<file path="src/hw/rtl/channel_volume_fade_ramp_assert.svh">
// Assertion macros shared by the fade ramp block
`ifndef CHANNEL_VOLUME_FADE_RAMP_ASSERT_SVH
`define CHANNEL_VOLUME_FADE_RAMP_ASSERT_SVH

// Same-cycle implication
`define CVFR_ASSERT_NOW(lbl, ante, cons, msg) \
  lbl: assert property (@(posedge clk) disable iff (rst) (ante) |-> (cons)) \
    else $error(msg);

// Next-cycle implication
`define CVFR_ASSERT_NEXT(lbl, ante, cons, msg) \
  lbl: assert property (@(posedge clk) disable iff (rst) (ante) |=> (cons)) \
    else $error(msg);

`endif

</file>
<file path="src/hw/rtl/cvfr_pkg.sv">
package cvfr_pkg;

  typedef enum logic [1:0] {
    OP_SET_SPEED  = 2'd0,
    OP_START_FADE = 2'd1,
    OP_FADE_STEP  = 2'd2,
    OP_SET_LEVEL  = 2'd3
  } cvfr_op_t;

  localparam int DIV_W     = 41;
  localparam int DIVISOR_W = 25;
  localparam int STEP_W    = 24;
  localparam int SCALE_W   = 33;
  localparam int ITER_W    = 6;

  localparam logic [ITER_W-1:0] STEP_ITERS  = 6'd24;
  localparam logic [ITER_W-1:0] SCALE_ITERS = 6'd41;

  localparam logic [7:0]  DEFAULT_SPEED = 8'h88;
  localparam int          DOUBLE_UP_BIT = 7;
  localparam logic [22:0] TICK_MUL      = 23'd100;
  localparam logic [15:0] TICK_RESET    = 16'd1000;
  localparam logic [31:0] DELAY_SAT     = 32'hFFFF_FFFF;

  typedef struct packed {
    logic decode;
    logic div_step;
    logic commit_step;
    logic step;
    logic div_scale;
    logic take_scale;
    logic mul_lo;
    logic mul_hi;
    logic sum;
    logic emit;
  } cvfr_ctl_t;

  typedef struct packed {
    logic     in_range;
    cvfr_op_t op;
    logic     retarget;
    logic     was_idle;
    logic     div_done;
    logic     step_end;
    logic     step_inf;
    logic     step_direct;
  } cvfr_sts_t;

endpackage

</file>
<file path="src/hw/rtl/channel_volume_fade_ramp.sv">
// Channel  | Handshake                         | Beat
// ---------+-----------------------------------+------------------------------------
// item in  | start & !busy                     | cmd, channel, level
// result   | done (one cycle, no backpressure) | out_channel, current_level,
//          |                                   | reschedule, next_delay, active_mask
// config   | psel & penable & pwrite & pready  | paddr, pwdata (tick_period)
//
// Set speed, set level and no-op starts go from decode straight to finish. A retarget
// runs a serial step divide, and a retarget of an idle channel then steps. A step that
// neither reaches its target nor saturates runs a scale divide (skipped for a direct step),
// then the multiply-low, multiply-high and sum states. The divider is shared. busy drops with done.
// rst is synchronous and clears all channel state; tick_period resets to 1000.
module channel_volume_fade_ramp #(
  parameter int CHANNELS = 16
) (
  input  logic        clk,
  input  logic        rst,
  input  logic        start,
  output logic        busy,
  input  logic [1:0]  cmd,
  input  logic [3:0]  channel,
  input  logic [7:0]  level,
  output logic        done,
  output logic [3:0]  out_channel,
  output logic [7:0]  current_level,
  output logic        reschedule,
  output logic [31:0] next_delay,
  output logic [15:0] active_mask,
  input  logic        psel,
  input  logic        penable,
  input  logic        pwrite,
  input  logic [1:0]  paddr,
  input  logic [31:0] pwdata,
  output logic [31:0] prdata,
  output logic        pready
);
  import cvfr_pkg::*;

  logic [15:0] tick_period;
  logic        cfg_wr;
  cvfr_ctl_t   ctl;
  cvfr_sts_t   sts;

  assign pready = 1'b1;
  assign cfg_wr = psel && penable && pwrite && pready;
  assign prdata = (paddr == 2'd0) ? {16'd0, tick_period} : {16'd0, tick_period};

  always_ff @(posedge clk) begin
    if (rst) begin
      tick_period <= TICK_RESET;
    end else if (cfg_wr) begin
      tick_period <= pwdata[15:0];
    end
  end

  cvfr_ctrl u_ctrl (
    .clk   (clk),
    .rst   (rst),
    .start (start),
    .sts   (sts),
    .ctl   (ctl),
    .busy  (busy),
    .done  (done)
  );

  cvfr_datapath #(.CHANNELS(CHANNELS)) u_dp (
    .clk           (clk),
    .rst           (rst),
    .capture       (start && !busy),
    .cmd_in        (cmd),
    .channel_in    (channel),
    .level_in      (level),
    .tick_period   (tick_period),
    .ctl           (ctl),
    .sts           (sts),
    .out_channel   (out_channel),
    .current_level (current_level),
    .reschedule    (reschedule),
    .next_delay    (next_delay),
    .active_mask   (active_mask)
  );

`include "channel_volume_fade_ramp_assert.svh"

  `CVFR_ASSERT_NOW(a_done_idle, done, !busy, "result beat while busy")
  `CVFR_ASSERT_NEXT(a_accept_busy, start && !busy, busy && !done, "accept did not start work")
  `CVFR_ASSERT_NOW(a_delay_zero, done && !reschedule, next_delay == 32'd0,
    "delay without reschedule")
  `CVFR_ASSERT_NEXT(a_single_done, done, !done, "double result beat")

endmodule

</file>
<file path="src/hw/rtl/cvfr_div.sv">
module cvfr_div (
  input  logic                           clk,
  input  logic                           rst,
  input  logic                           start,
  input  logic [cvfr_pkg::DIV_W-1:0]     dividend,
  input  logic [cvfr_pkg::DIVISOR_W-1:0] divisor,
  input  logic [cvfr_pkg::ITER_W-1:0]    iters,
  output logic                           done,
  output logic [cvfr_pkg::DIV_W-1:0]     quotient
);
  import cvfr_pkg::*;

  logic                 running;
  logic [ITER_W-1:0]    cnt;
  logic [DIVISOR_W-1:0] dvs;
  logic [DIVISOR_W-1:0] rem;
  logic [DIV_W-1:0]     dq;
  logic [DIVISOR_W:0]   trial;
  logic                 ge;

  assign trial    = {rem, dq[DIV_W-1]};
  assign ge       = trial >= {1'b0, dvs};
  assign quotient = dq;

  always_ff @(posedge clk) begin
    if (rst) begin
      running <= 1'b0;
      done    <= 1'b0;
      cnt     <= '0;
    end else begin
      done <= 1'b0;
      if (start) begin
        running <= 1'b1;
        cnt     <= iters;
        dvs     <= divisor;
        rem     <= '0;
        dq      <= dividend;
      end else if (running) begin
        rem <= ge ? DIVISOR_W'(trial - {1'b0, dvs}) : trial[DIVISOR_W-1:0];
        dq  <= {dq[DIV_W-2:0], ge};
        cnt <= cnt - 1'b1;
        if (cnt == ITER_W'(1)) begin
          running <= 1'b0;
          done    <= 1'b1;
        end
      end
    end
  end

endmodule

</file>
<file path="src/hw/rtl/cvfr_datapath.sv">
module cvfr_datapath #(
  parameter int CHANNELS = 16
) (
  input  logic                clk,
  input  logic                rst,
  input  logic                capture,
  input  logic [1:0]          cmd_in,
  input  logic [3:0]          channel_in,
  input  logic [7:0]          level_in,
  input  logic [15:0]         tick_period,
  input  cvfr_pkg::cvfr_ctl_t ctl,
  output cvfr_pkg::cvfr_sts_t sts,
  output logic [3:0]          out_channel,
  output logic [7:0]          current_level,
  output logic                reschedule,
  output logic [31:0]         next_delay,
  output logic [15:0]         active_mask
);
  import cvfr_pkg::*;

  localparam int         IDX_W    = (CHANNELS > 1) ? $clog2(CHANNELS) : 1;
  localparam logic [4:0] CH_LIMIT = 5'(CHANNELS);

  logic [7:0]        fade_level  [CHANNELS];
  logic [7:0]        fade_target [CHANNELS];
  logic [STEP_W-1:0] fade_step   [CHANNELS];
  logic [7:0]        fade_speed  [CHANNELS];
  logic [15:0]       channel_mask;

  logic [3:0]  ch_q;
  cvfr_op_t    op_q;
  logic [7:0]  lv_q;
  logic        was_idle;
  logic        again;
  logic [31:0] delay;
  logic [SCALE_W-1:0] scale;
  logic [39:0] p_lo;
  logic [38:0] p_hi;

  logic [IDX_W-1:0] idx;
  logic        in_range;
  logic [7:0]  cur, tgt, spd, spd_eff;
  logic [6:0]  dur;
  logic [7:0]  sdiff;
  logic        up;
  logic [DIVISOR_W-1:0] s25;
  logic [8:0]  n, n_eff, diff9, mv;
  logic [7:0]  newcur;
  logic        div_start, div_done;
  logic [DIV_W-1:0]     div_dividend, quot;
  logic [DIVISOR_W-1:0] div_divisor;
  logic [ITER_W-1:0]    div_iters;
  logic [22:0] tp100;
  logic [56:0] sum;

  assign idx      = ch_q[IDX_W-1:0];
  assign in_range = {1'b0, ch_q} < CH_LIMIT;
  assign cur      = fade_level[idx];
  assign tgt      = fade_target[idx];
  assign spd      = fade_speed[idx];
  assign spd_eff  = (spd == 8'd0) ? DEFAULT_SPEED : spd;
  assign dur      = (spd_eff[6:0] == 7'd0) ? 7'd1 : spd_eff[6:0];
  assign sdiff    = (lv_q > cur) ? lv_q - cur : cur - lv_q;

  assign up     = tgt > cur;
  assign s25    = (up && spd[DOUBLE_UP_BIT]) ? {fade_step[idx], 1'b0}
                                             : {1'b0, fade_step[idx]};
  assign n      = s25[DIVISOR_W-1:16];
  assign n_eff  = (n == 9'd0) ? 9'd1 : n;
  assign diff9  = {1'b0, up ? tgt - cur : cur - tgt};
  assign mv     = (diff9 > n_eff) ? n_eff : diff9;
  assign newcur = up ? cur + mv[7:0] : cur - mv[7:0];

  assign sts.in_range    = in_range;
  assign sts.op          = op_q;
  assign sts.retarget    = tgt != lv_q;
  assign sts.was_idle    = was_idle;
  assign sts.div_done    = div_done;
  assign sts.step_end    = newcur == tgt;
  assign sts.step_inf    = up && (s25 == '0);
  assign sts.step_direct = !up && (n == 9'd0);

  assign div_start    = ctl.div_step | ctl.div_scale;
  assign div_dividend = ctl.div_step ? {sdiff, 33'd0} : {n_eff, 32'd0};
  assign div_divisor  = ctl.div_step ? {18'd0, dur} : s25;
  assign div_iters    = ctl.div_step ? STEP_ITERS : SCALE_ITERS;

  cvfr_div u_div (
    .clk      (clk),
    .rst      (rst),
    .start    (div_start),
    .dividend (div_dividend),
    .divisor  (div_divisor),
    .iters    (div_iters),
    .done     (div_done),
    .quotient (quot)
  );

  assign tp100 = 23'(tick_period) * TICK_MUL;
  assign sum   = {1'b0, p_hi, 17'd0} + 57'(p_lo);

  always_ff @(posedge clk) begin
    if (rst) begin
      for (int i = 0; i < CHANNELS; i++) begin
        fade_level[i]  <= '0;
        fade_target[i] <= '0;
        fade_step[i]   <= '0;
        fade_speed[i]  <= '0;
      end
      channel_mask <= '0;
    end else begin
      if (capture) begin
        ch_q <= channel_in;
        op_q <= cvfr_op_t'(cmd_in);
        lv_q <= level_in;
      end
      if (ctl.decode) begin
        again    <= 1'b0;
        delay    <= '0;
        was_idle <= tgt == cur;
        if (in_range) begin
          unique case (op_q)
            OP_SET_SPEED: fade_speed[idx] <= lv_q;
            OP_START_FADE: begin
              if (spd == 8'd0) fade_speed[idx] <= DEFAULT_SPEED;
            end
            OP_SET_LEVEL: begin
              fade_level[idx]    <= lv_q;
              fade_target[idx]   <= lv_q;
              channel_mask[ch_q] <= lv_q != 8'd0;
            end
            default: ;
          endcase
        end
      end
      if (ctl.commit_step) begin
        fade_step[idx]   <= quot[STEP_W-1:0];
        fade_target[idx] <= lv_q;
      end
      if (ctl.step) begin
        fade_level[idx]    <= newcur;
        channel_mask[ch_q] <= newcur != 8'd0;
        again              <= newcur != tgt;
        scale              <= SCALE_W'(s25);
        if (sts.step_inf) delay <= DELAY_SAT;
      end
      if (ctl.take_scale) scale <= quot[SCALE_W-1:0];
      if (ctl.mul_lo) p_lo <= 40'(tp100) * 40'(scale[16:0]);
      if (ctl.mul_hi) p_hi <= 39'(tp100) * 39'(scale[SCALE_W-1:17]);
      if (ctl.sum) delay <= (|sum[56:48]) ? DELAY_SAT : sum[47:16];
      if (ctl.emit) begin
        out_channel   <= ch_q;
        current_level <= in_range ? cur : 8'd0;
        reschedule    <= again;
        next_delay    <= again ? delay : 32'd0;
        active_mask   <= channel_mask;
      end
    end
  end

endmodule

</file>
<file path="src/hw/rtl/cvfr_ctrl.sv">
module cvfr_ctrl (
  input  logic                clk,
  input  logic                rst,
  input  logic                start,
  input  cvfr_pkg::cvfr_sts_t sts,
  output cvfr_pkg::cvfr_ctl_t ctl,
  output logic                busy,
  output logic                done
);
  import cvfr_pkg::*;

  typedef enum logic [3:0] {
    S_IDLE, S_DECODE, S_DIV_STEP, S_STEP, S_DIV_SCALE,
    S_MUL_LO, S_MUL_HI, S_SUM, S_FINISH
  } state_t;

  state_t state, state_next;

  assign busy = state != S_IDLE;

  always_comb begin
    ctl        = '0;
    state_next = state;
    unique case (state)
      S_IDLE: if (start) state_next = S_DECODE;
      S_DECODE: begin
        ctl.decode = 1'b1;
        state_next = S_FINISH;
        if (sts.in_range) begin
          if (sts.op == OP_FADE_STEP) begin
            state_next = S_STEP;
          end else if (sts.op == OP_START_FADE && sts.retarget) begin
            ctl.div_step = 1'b1;
            state_next   = S_DIV_STEP;
          end
        end
      end
      S_DIV_STEP: begin
        if (sts.div_done) begin
          ctl.commit_step = 1'b1;
          state_next      = sts.was_idle ? S_STEP : S_FINISH;
        end
      end
      S_STEP: begin
        ctl.step = 1'b1;
        priority if (sts.step_end || sts.step_inf) begin
          state_next = S_FINISH;
        end else if (sts.step_direct) begin
          state_next = S_MUL_LO;
        end else begin
          ctl.div_scale = 1'b1;
          state_next    = S_DIV_SCALE;
        end
      end
      S_DIV_SCALE: begin
        if (sts.div_done) begin
          ctl.take_scale = 1'b1;
          state_next     = S_MUL_LO;
        end
      end
      S_MUL_LO: begin
        ctl.mul_lo = 1'b1;
        state_next = S_MUL_HI;
      end
      S_MUL_HI: begin
        ctl.mul_hi = 1'b1;
        state_next = S_SUM;
      end
      S_SUM: begin
        ctl.sum    = 1'b1;
        state_next = S_FINISH;
      end
      S_FINISH: begin
        ctl.emit   = 1'b1;
        state_next = S_IDLE;
      end
      default: state_next = S_IDLE;
    endcase
  end

  always_ff @(posedge clk) begin
    if (rst) begin
      state <= S_IDLE;
      done  <= 1'b0;
    end else begin
      state <= state_next;
      done  <= state == S_FINISH;
    end
  end

endmodule
</file>
<file path="config.mk">
export PLATFORM = sky130hd
export DESIGN_NAME = channel_volume_fade_ramp
export DESIGN_NICKNAME = d
export VERILOG_FILES = /design/src/hw/rtl/cvfr_pkg.sv /design/src/hw/rtl/channel_volume_fade_ramp.sv /design/src/hw/rtl/cvfr_div.sv /design/src/hw/rtl/cvfr_datapath.sv /design/src/hw/rtl/cvfr_ctrl.sv
export VERILOG_INCLUDE_DIRS = /design/src /design/src/hw/rtl
export SDC_FILE = /design/constraint.sdc
export NUM_CORES = 2
export LEC_CHECK = 0
export BUFFER_PORTS_ARGS = -buffer_cell sky130_fd_sc_hd__buf_4
export CAP_MARGIN = 20
export CORE_MARGIN = 5
export CORE_UTILIZATION = 50
export DETAILED_ROUTE_END_ITERATION = 16
export PLACE_DENSITY = 0.66
export SYNTH_ARGS = -nofsm -noshare
export SYNTH_HDL_FRONTEND = slang
export SYNTH_HIERARCHICAL = 1
export SYNTH_SLANG_ARGS = --single-unit
</file>
<file path="constraint.sdc">
create_clock -name clk -period 23.5 [get_ports clk]
set_clock_uncertainty 0.05 [all_clocks]
set_input_delay 4.7 -clock clk [delete_from_list [all_inputs] [get_ports clk]]
set_output_delay 4.7 -clock clk [all_outputs]
set_load 0.005 [all_outputs]
</file>
After elaboration in Yosys (flattened, before gate mapping)

Memories as Yosys holds them, arrays and structs flattened. A register that Yosys moved wholly into a read port is not among the register bits.
Cells that the tools add are included.

Register bits after elaboration: 353
Memories: 4
RAM bits: 768
Word-level logic and storage cells: 211
Output and inout bits: 96

Memories:

| name             | words | bits a word | rd ports | clocked after memory_dff | wr ports | RTL line            | text |
|---|---|---|---|---|---|---|---|
| u_dp.fade_step   | 16    | 24          | 1        | 1                        | 16       | cvfr_datapath.sv:26 | `logic [STEP_W-1:0] fade_step [CHANNELS];` |
| u_dp.fade_level  | 16    | 8           | 1        | 1                        | 16       | cvfr_datapath.sv:24 | `logic [7:0] fade_level [CHANNELS];` |
| u_dp.fade_speed  | 16    | 8           | 1        | 1                        | 16       | cvfr_datapath.sv:27 | `logic [7:0] fade_speed [CHANNELS];` |
| u_dp.fade_target | 16    | 8           | 1        | 1                        | 16       | cvfr_datapath.sv:25 | `logic [7:0] fade_target [CHANNELS];` |

$add $sub $neg: 9
Bitwise operators: 6
Order comparisons: 6
Mux-type cells: 100
Multipliers: 3
Eq/ne operators: 19
Reduce and logical (&&, ||, !) cells: 39

Operator list:

| kind                  | count |
|---|---|
| $mux 32               | 5 |
| $mux 41               | 3 |
| $mux 8                | 10 |
| $mux 25               | 3 |
| $mux 33               | 2 |
| $mux 16               | 4 |
| $mux 4                | 15 |
| $add 56x40->57        | 1 |
| $mux 1                | 44 |
| $sub 8x8->8           | 5 |
| $mul 21x17->38        | 1 |
| $mul 21x16->37        | 1 |
| $bwmux 16             | 2 |
| $pmux 4 s8            | 1 |
| $ge 26x25->1          | 1 |
| $logic_not 25->1      | 1 |
| $sub 25x25->25        | 1 |
| $mux 24               | 1 |
| $reduce_or 24->1      | 1 |
| $reduce_or 8->1       | 3 |
| $mul 16x5->21 const B | 1 |
| $mux 7                | 3 |
| $mux 6                | 3 |
| $reduce_and 2->1      | 9 |
| 36 further kinds      | 61 |

Logic depth before layout (Yosys ltp)

Depth after elaboration: 19
Gate-level depth with buffers: 54
Mapped depth without buffers: 41

Cells and area by module

The synthesis kept the hierarchy.

By module, submodules not included:

| module                   | instances | cells each | area an instance (µm²) | seq. area each (µm²) |
|---|---|---|---|---|
| cvfr_datapath            | 1         | 6453       | 72381.9                | 29558.3 |
| cvfr_div                 | 1         | 482        | 5522.8                 | 2892.8 |
| channel_volume_fade_ramp | 1         | 90         | 840.8                  | 320.3 |
| cvfr_ctrl                | 1         | 56         | 478.0                  | 100.1 |

Worst setup path before layout

OpenSTA, ideal clock, no wires.

Path kind: register to register
From: register (tool-made name)
To: register u_dp.u_div.dq[0], in the netlist u_dp/u_div/quotient[0] (enable)
Buffers on the path: 15
Setup time: 0.491 ns
Data arrival time: 13.554 ns
Cell stages (with the launch flop): 49
Path slack: 9.405 ns
Cell sequence: dfxtp_1 > buf_6 > buf_8 > buf_8 > buf_8 > buf_8 > buf_8 > buf_4 > buf_4 > buf_2 > buf_2 > buf_2 > mux4_2 > mux4_2 > inv_1 > ha_1 > a2111oi_0 > a211oi_1 > [13 not listed] > a21oi_1 > ha_1 > nor2b_1 > o21ai_0 > a21oi_1 > o21a_1 > nor2_1 > o21ai_0 > xnor2_1 > xnor2_1 > xnor3_1 > and2_1 > nor4_2 > nor2b_1 > or2_2 > clkbuf_1 > nor2_1 > nor2_1

RTL lines:

| what                 | RTL line       | text |
|---|---|---|
| to (signal assigned) | cvfr_div.sv:37 | `dq <= dividend;` |
| to (signal assigned) | cvfr_div.sv:40 | `dq <= {dq[DIV_W-2:0], ge};` |
| to (decl)            | cvfr_div.sv:17 | `logic [DIV_W-1:0] dq;` |

==> metrics <==
largest stage delay on the critical path=780 ps; area grow syn2layout=8.399%; crit path max fanout=59; destination of the worst register-to-register timing path=u_dp/u_div/rem[14]$_SDFFCE_PP0P_; DIE HEIGHT=408.1 µm; post-synthesis instance area=79220 µm²; GRT met1 Usage=0.3216; most common cell type on the critical path=sky130_fd_sc_hd__ha_1; die outline width=408.1 µm; post-route antenna net violation count=0; CTS HTree Levels=3; DRT Wirelength=212600 µm; post-route clock period utilization=0.5533; Achievable Freq=76.90 MHz; Sink Count=1111; final global-route overflow total=0; top post-synthesis cells by area=sky130_fd_sc_hd__edfxtp_1, sky130_fd_sc_hd__fa_1, sky130_fd_sc_hd__mux4_2, sky130_fd_sc_hd__ha_1, sky130_fd_sc_hd__inv_1; clock tree root buffer cell=sky130_fd_sc_hd__clkbuf_16; worst hold slack=401.3 ps; sequential-to-total area share from yosys stat=0.4149; final number of max-transition violations=0; proportion of synthesized flip-flops having asynchronous set or reset=0; sum of net half-perimeters after detailed placement=141600 µm; clock tree from TritonCTS=done; peak-usage layer in the global routing report=met2; CTS max path bufs=3; Final Hold Fails=0; final setup slack of the worst path=10500 ps; number of maximum-capacitance constraint violations=0; worst-skew pair later-pin latency=810 ps; RSZ-0062 raised after global routing=false; CP Class=reg2reg; hold depth=0; Final #Nets=7937; global routing met3 resource utilization=0.03924; post_cts resized=0; core area=158000 µm²; met2 capacity usage during global routing=0.4351; Iteration-0 DRC Markers=4722; buffer count from post-CTS setup fixing=0; Clock Pin Slew Worst Setup and Hold Paths=60 ps; post-placement setup slack=10150 ps; setup TNS=0 ps; critical path's slowest cell=sky130_fd_sc_hd__dfxtp_4; vias in the first global route=55803; detailed-route via count=54516; maximum number of pins on one net before global-route repair=125; worst path required time=23750 ps; fraction of final layout cells with drive strength greater than 1=0.1281; count of TritonRoute iterations in the first routing pass=6; number of port buffers=114; most common cell after layout, fill and taps aside=sky130_fd_sc_hd__edfxtp_1; Tot GR Track Use=0.2524; number of warnings issued by yosys=6; status=finished, final reports clean; number of CTS-inserted buffers=116; io pins=150; depth of the worst register-to-register path=38; routed vias/inst=5.973; biggest area consumer among synthesized cells=sky130_fd_sc_hd__edfxtp_1; startpoint class of the critical path=flop; data arrival at the endpoint of the critical path=13250 ps; Synth Flop Type=sky130_fd_sc_hd__edfxtp_1; Gate Count Post-Synth=7081; highest-count cells in the layout ignoring fill and taps=sky130_fd_sc_hd__edfxtp_1, sky130_fd_sc_hd__inv_1, sky130_fd_sc_hd__nand2_1; register-to-register setup slack=10500 ps; initial standard-cell utilization of the core=0.5014; first-pass GRT wire length=327500 µm; worst hold path type=reg2reg; number of enable flip-flop cells after synthesis=1062; register bit total from synthesis=1111; final weighted congestion in routability-driven placement=0.8842; transition time of the tightest slew-check pin=1137 ps; Slew Limit Headroom=0.2272; number of antenna violations at the first check in global routing=1; final critical delay including setup and external delays=13000 ps; antenna cells=0; startpoint of the lowest-slack hold path=u_dp/channel_mask[15]$_SDFF_PP0_; crit path capture type=flop; post-synthesis area per instance=11.19 µm²; count of different cell masters after synthesis=102; overall die area=166500 µm²; routed length per instance=23.29 µm; Final Setup Violations=0; Site Rows=146; count of unresolved DRC violations after routing=0; fraction of post-synthesis cell area in the top cell type by area=0.4025; # hold bufs at CTS=0; sink of the worst hold path=u_dp/active_mask[15]$_DFFE_PP_
[per-stage QoR]
step	std cells	instance area, µm²	util
finish	9127	85880	0.5435
global route	9127	85880	0.5435
CTS	9124	85820	0.5431
detailed placement	8905	81910	0.5183
global placement	8904	81880	0.5182
floorplan	7130	79410	-
[Yosys cell counts, types with 25 or more instances]
cell / number
sky130_fd_sc_hd__nand3_1: 118
sky130_fd_sc_hd__and3_1: 25
sky130_fd_sc_hd__nand2_1: 672
sky130_fd_sc_hd__mux4_2: 228
sky130_fd_sc_hd__nor4b_1: 25
sky130_fd_sc_hd__a21oi_1: 180
sky130_fd_sc_hd__buf_4: 31
sky130_fd_sc_hd__edfxtp_1: 1062
sky130_fd_sc_hd__or2_2: 33
sky130_fd_sc_hd__o211ai_1: 47
sky130_fd_sc_hd__a31oi_1: 34
sky130_fd_sc_hd__a21o_1: 44
sky130_fd_sc_hd__o21a_1: 29
sky130_fd_sc_hd__and2_1: 295
sky130_fd_sc_hd__buf_1: 32
sky130_fd_sc_hd__o21ai_0: 141
sky130_fd_sc_hd__clkbuf_1: 450
sky130_fd_sc_hd__dfxtp_1: 49
sky130_fd_sc_hd__mux2_2: 57
sky130_fd_sc_hd__a22oi_2: 28
sky130_fd_sc_hd__xor2_1: 46
sky130_fd_sc_hd__xnor2_1: 107
sky130_fd_sc_hd__a211oi_1: 25
sky130_fd_sc_hd__mux2i_1: 88
sky130_fd_sc_hd__ha_1: 365
sky130_fd_sc_hd__nor2_1: 454
sky130_fd_sc_hd__inv_1: 733
sky130_fd_sc_hd__nor4_1: 43
sky130_fd_sc_hd__nor2b_1: 87
sky130_fd_sc_hd__fa_1: 564
sky130_fd_sc_hd__nor3_1: 523
sky130_fd_sc_hd__nor3b_1: 26
sky130_fd_sc_hd__nand2b_1: 77
sky130_fd_sc_hd__buf_2: 27
sky130_fd_sc_hd__nand4_1: 32
[cells by family after synthesis]
family | synth area share
AOI/OAI and AO/OA | 0.05588
xor gates and xnor gates | 0.01720
adders and majority gates | 0.2002
buffers and inverters | 0.06666
DFF | 0.4149
muxes | 0.08686
other | 0.0001895
and+or+nand+nor | 0.1581
[how the worst max path moves through the flow]
| stage | start | end | slack, ps |
|---|---|---|---|
| 2_1_floorplan | flop | u_dp/u_div/quotient[0]$_DFFE_PP_ | 9400 |
| 3_3_place_gp | flop | u_dp/u_div/quotient[11]$_DFFE_PP_ | 10250 |
| 3_5_place_dp | flop | u_dp/u_div/quotient[12]$_DFFE_PP_ | 10150 |
| 4_1_cts | flop | u_dp/u_div/rem[14]$_SDFFCE_PP0P_ | 10080 |
| 5_1_grt | flop | u_dp/u_div/rem[14]$_SDFFCE_PP0P_ | 9480 |
| 6_report | flop | u_dp/u_div/rem[14]$_SDFFCE_PP0P_ | 10500 |
[state kept, by name, indices dropped and copies added (netlist names), 6 cells and up, named ones only]
| register | cells |
|---|---|
| u_dp/u_div/quotient | 41 |
| u_dp/u_div/dvs | 25 |
| u_dp/lv_q | 8 |
| u_dp/fade_step | 384 |
| u_dp/scale | 33 |
| u_dp/u_div/rem | 25 |
| u_dp/active_mask | 16 |
| u_dp/current_level | 8 |
| u_dp/fade_speed | 128 |
| u_dp/next_delay | 32 |
| u_dp/u_div/cnt | 6 |
| u_dp/channel_mask | 16 |
| tick_period | 16 |
| u_dp/p_lo | 24 |
| u_dp/fade_level | 128 |
| u_dp/fade_target | 128 |
| u_dp/p_hi | 37 |
| u_dp/delay | 32 |
[critical path: cells and delay by family (launching register included)]
family	cells	cell delay (ps)
compound gates	11	2950
xor+xnor	4	1110
fa+ha+maj	4	1260
buf+inv	6	2300
flops	1	780
mux	3	1550
simple gates	10	2410
[routing by layer]
metal  up-vias  share of wire
li1      24170              -
met1     27637           0.39
met2      2239           0.50
met3       470          0.076
met4         0          0.044
met5         -              0
[area by class of cell]
type                            count  area (µm²)
Fill cell                       13343       72140
Multi-Input combinational cell   4699       41570
Sequential cell                  1111       32880
Clock buffer                      141        3037
Inverter                          761        2859
Tap cell                         2072        2592
Timing Repair Buffer              265        2059
Clock inverter                     78       874.6
Power is left out: the tool's default activity adds up to more than one toggle a clock period on the data nets, which glitch-free logic cannot reach.
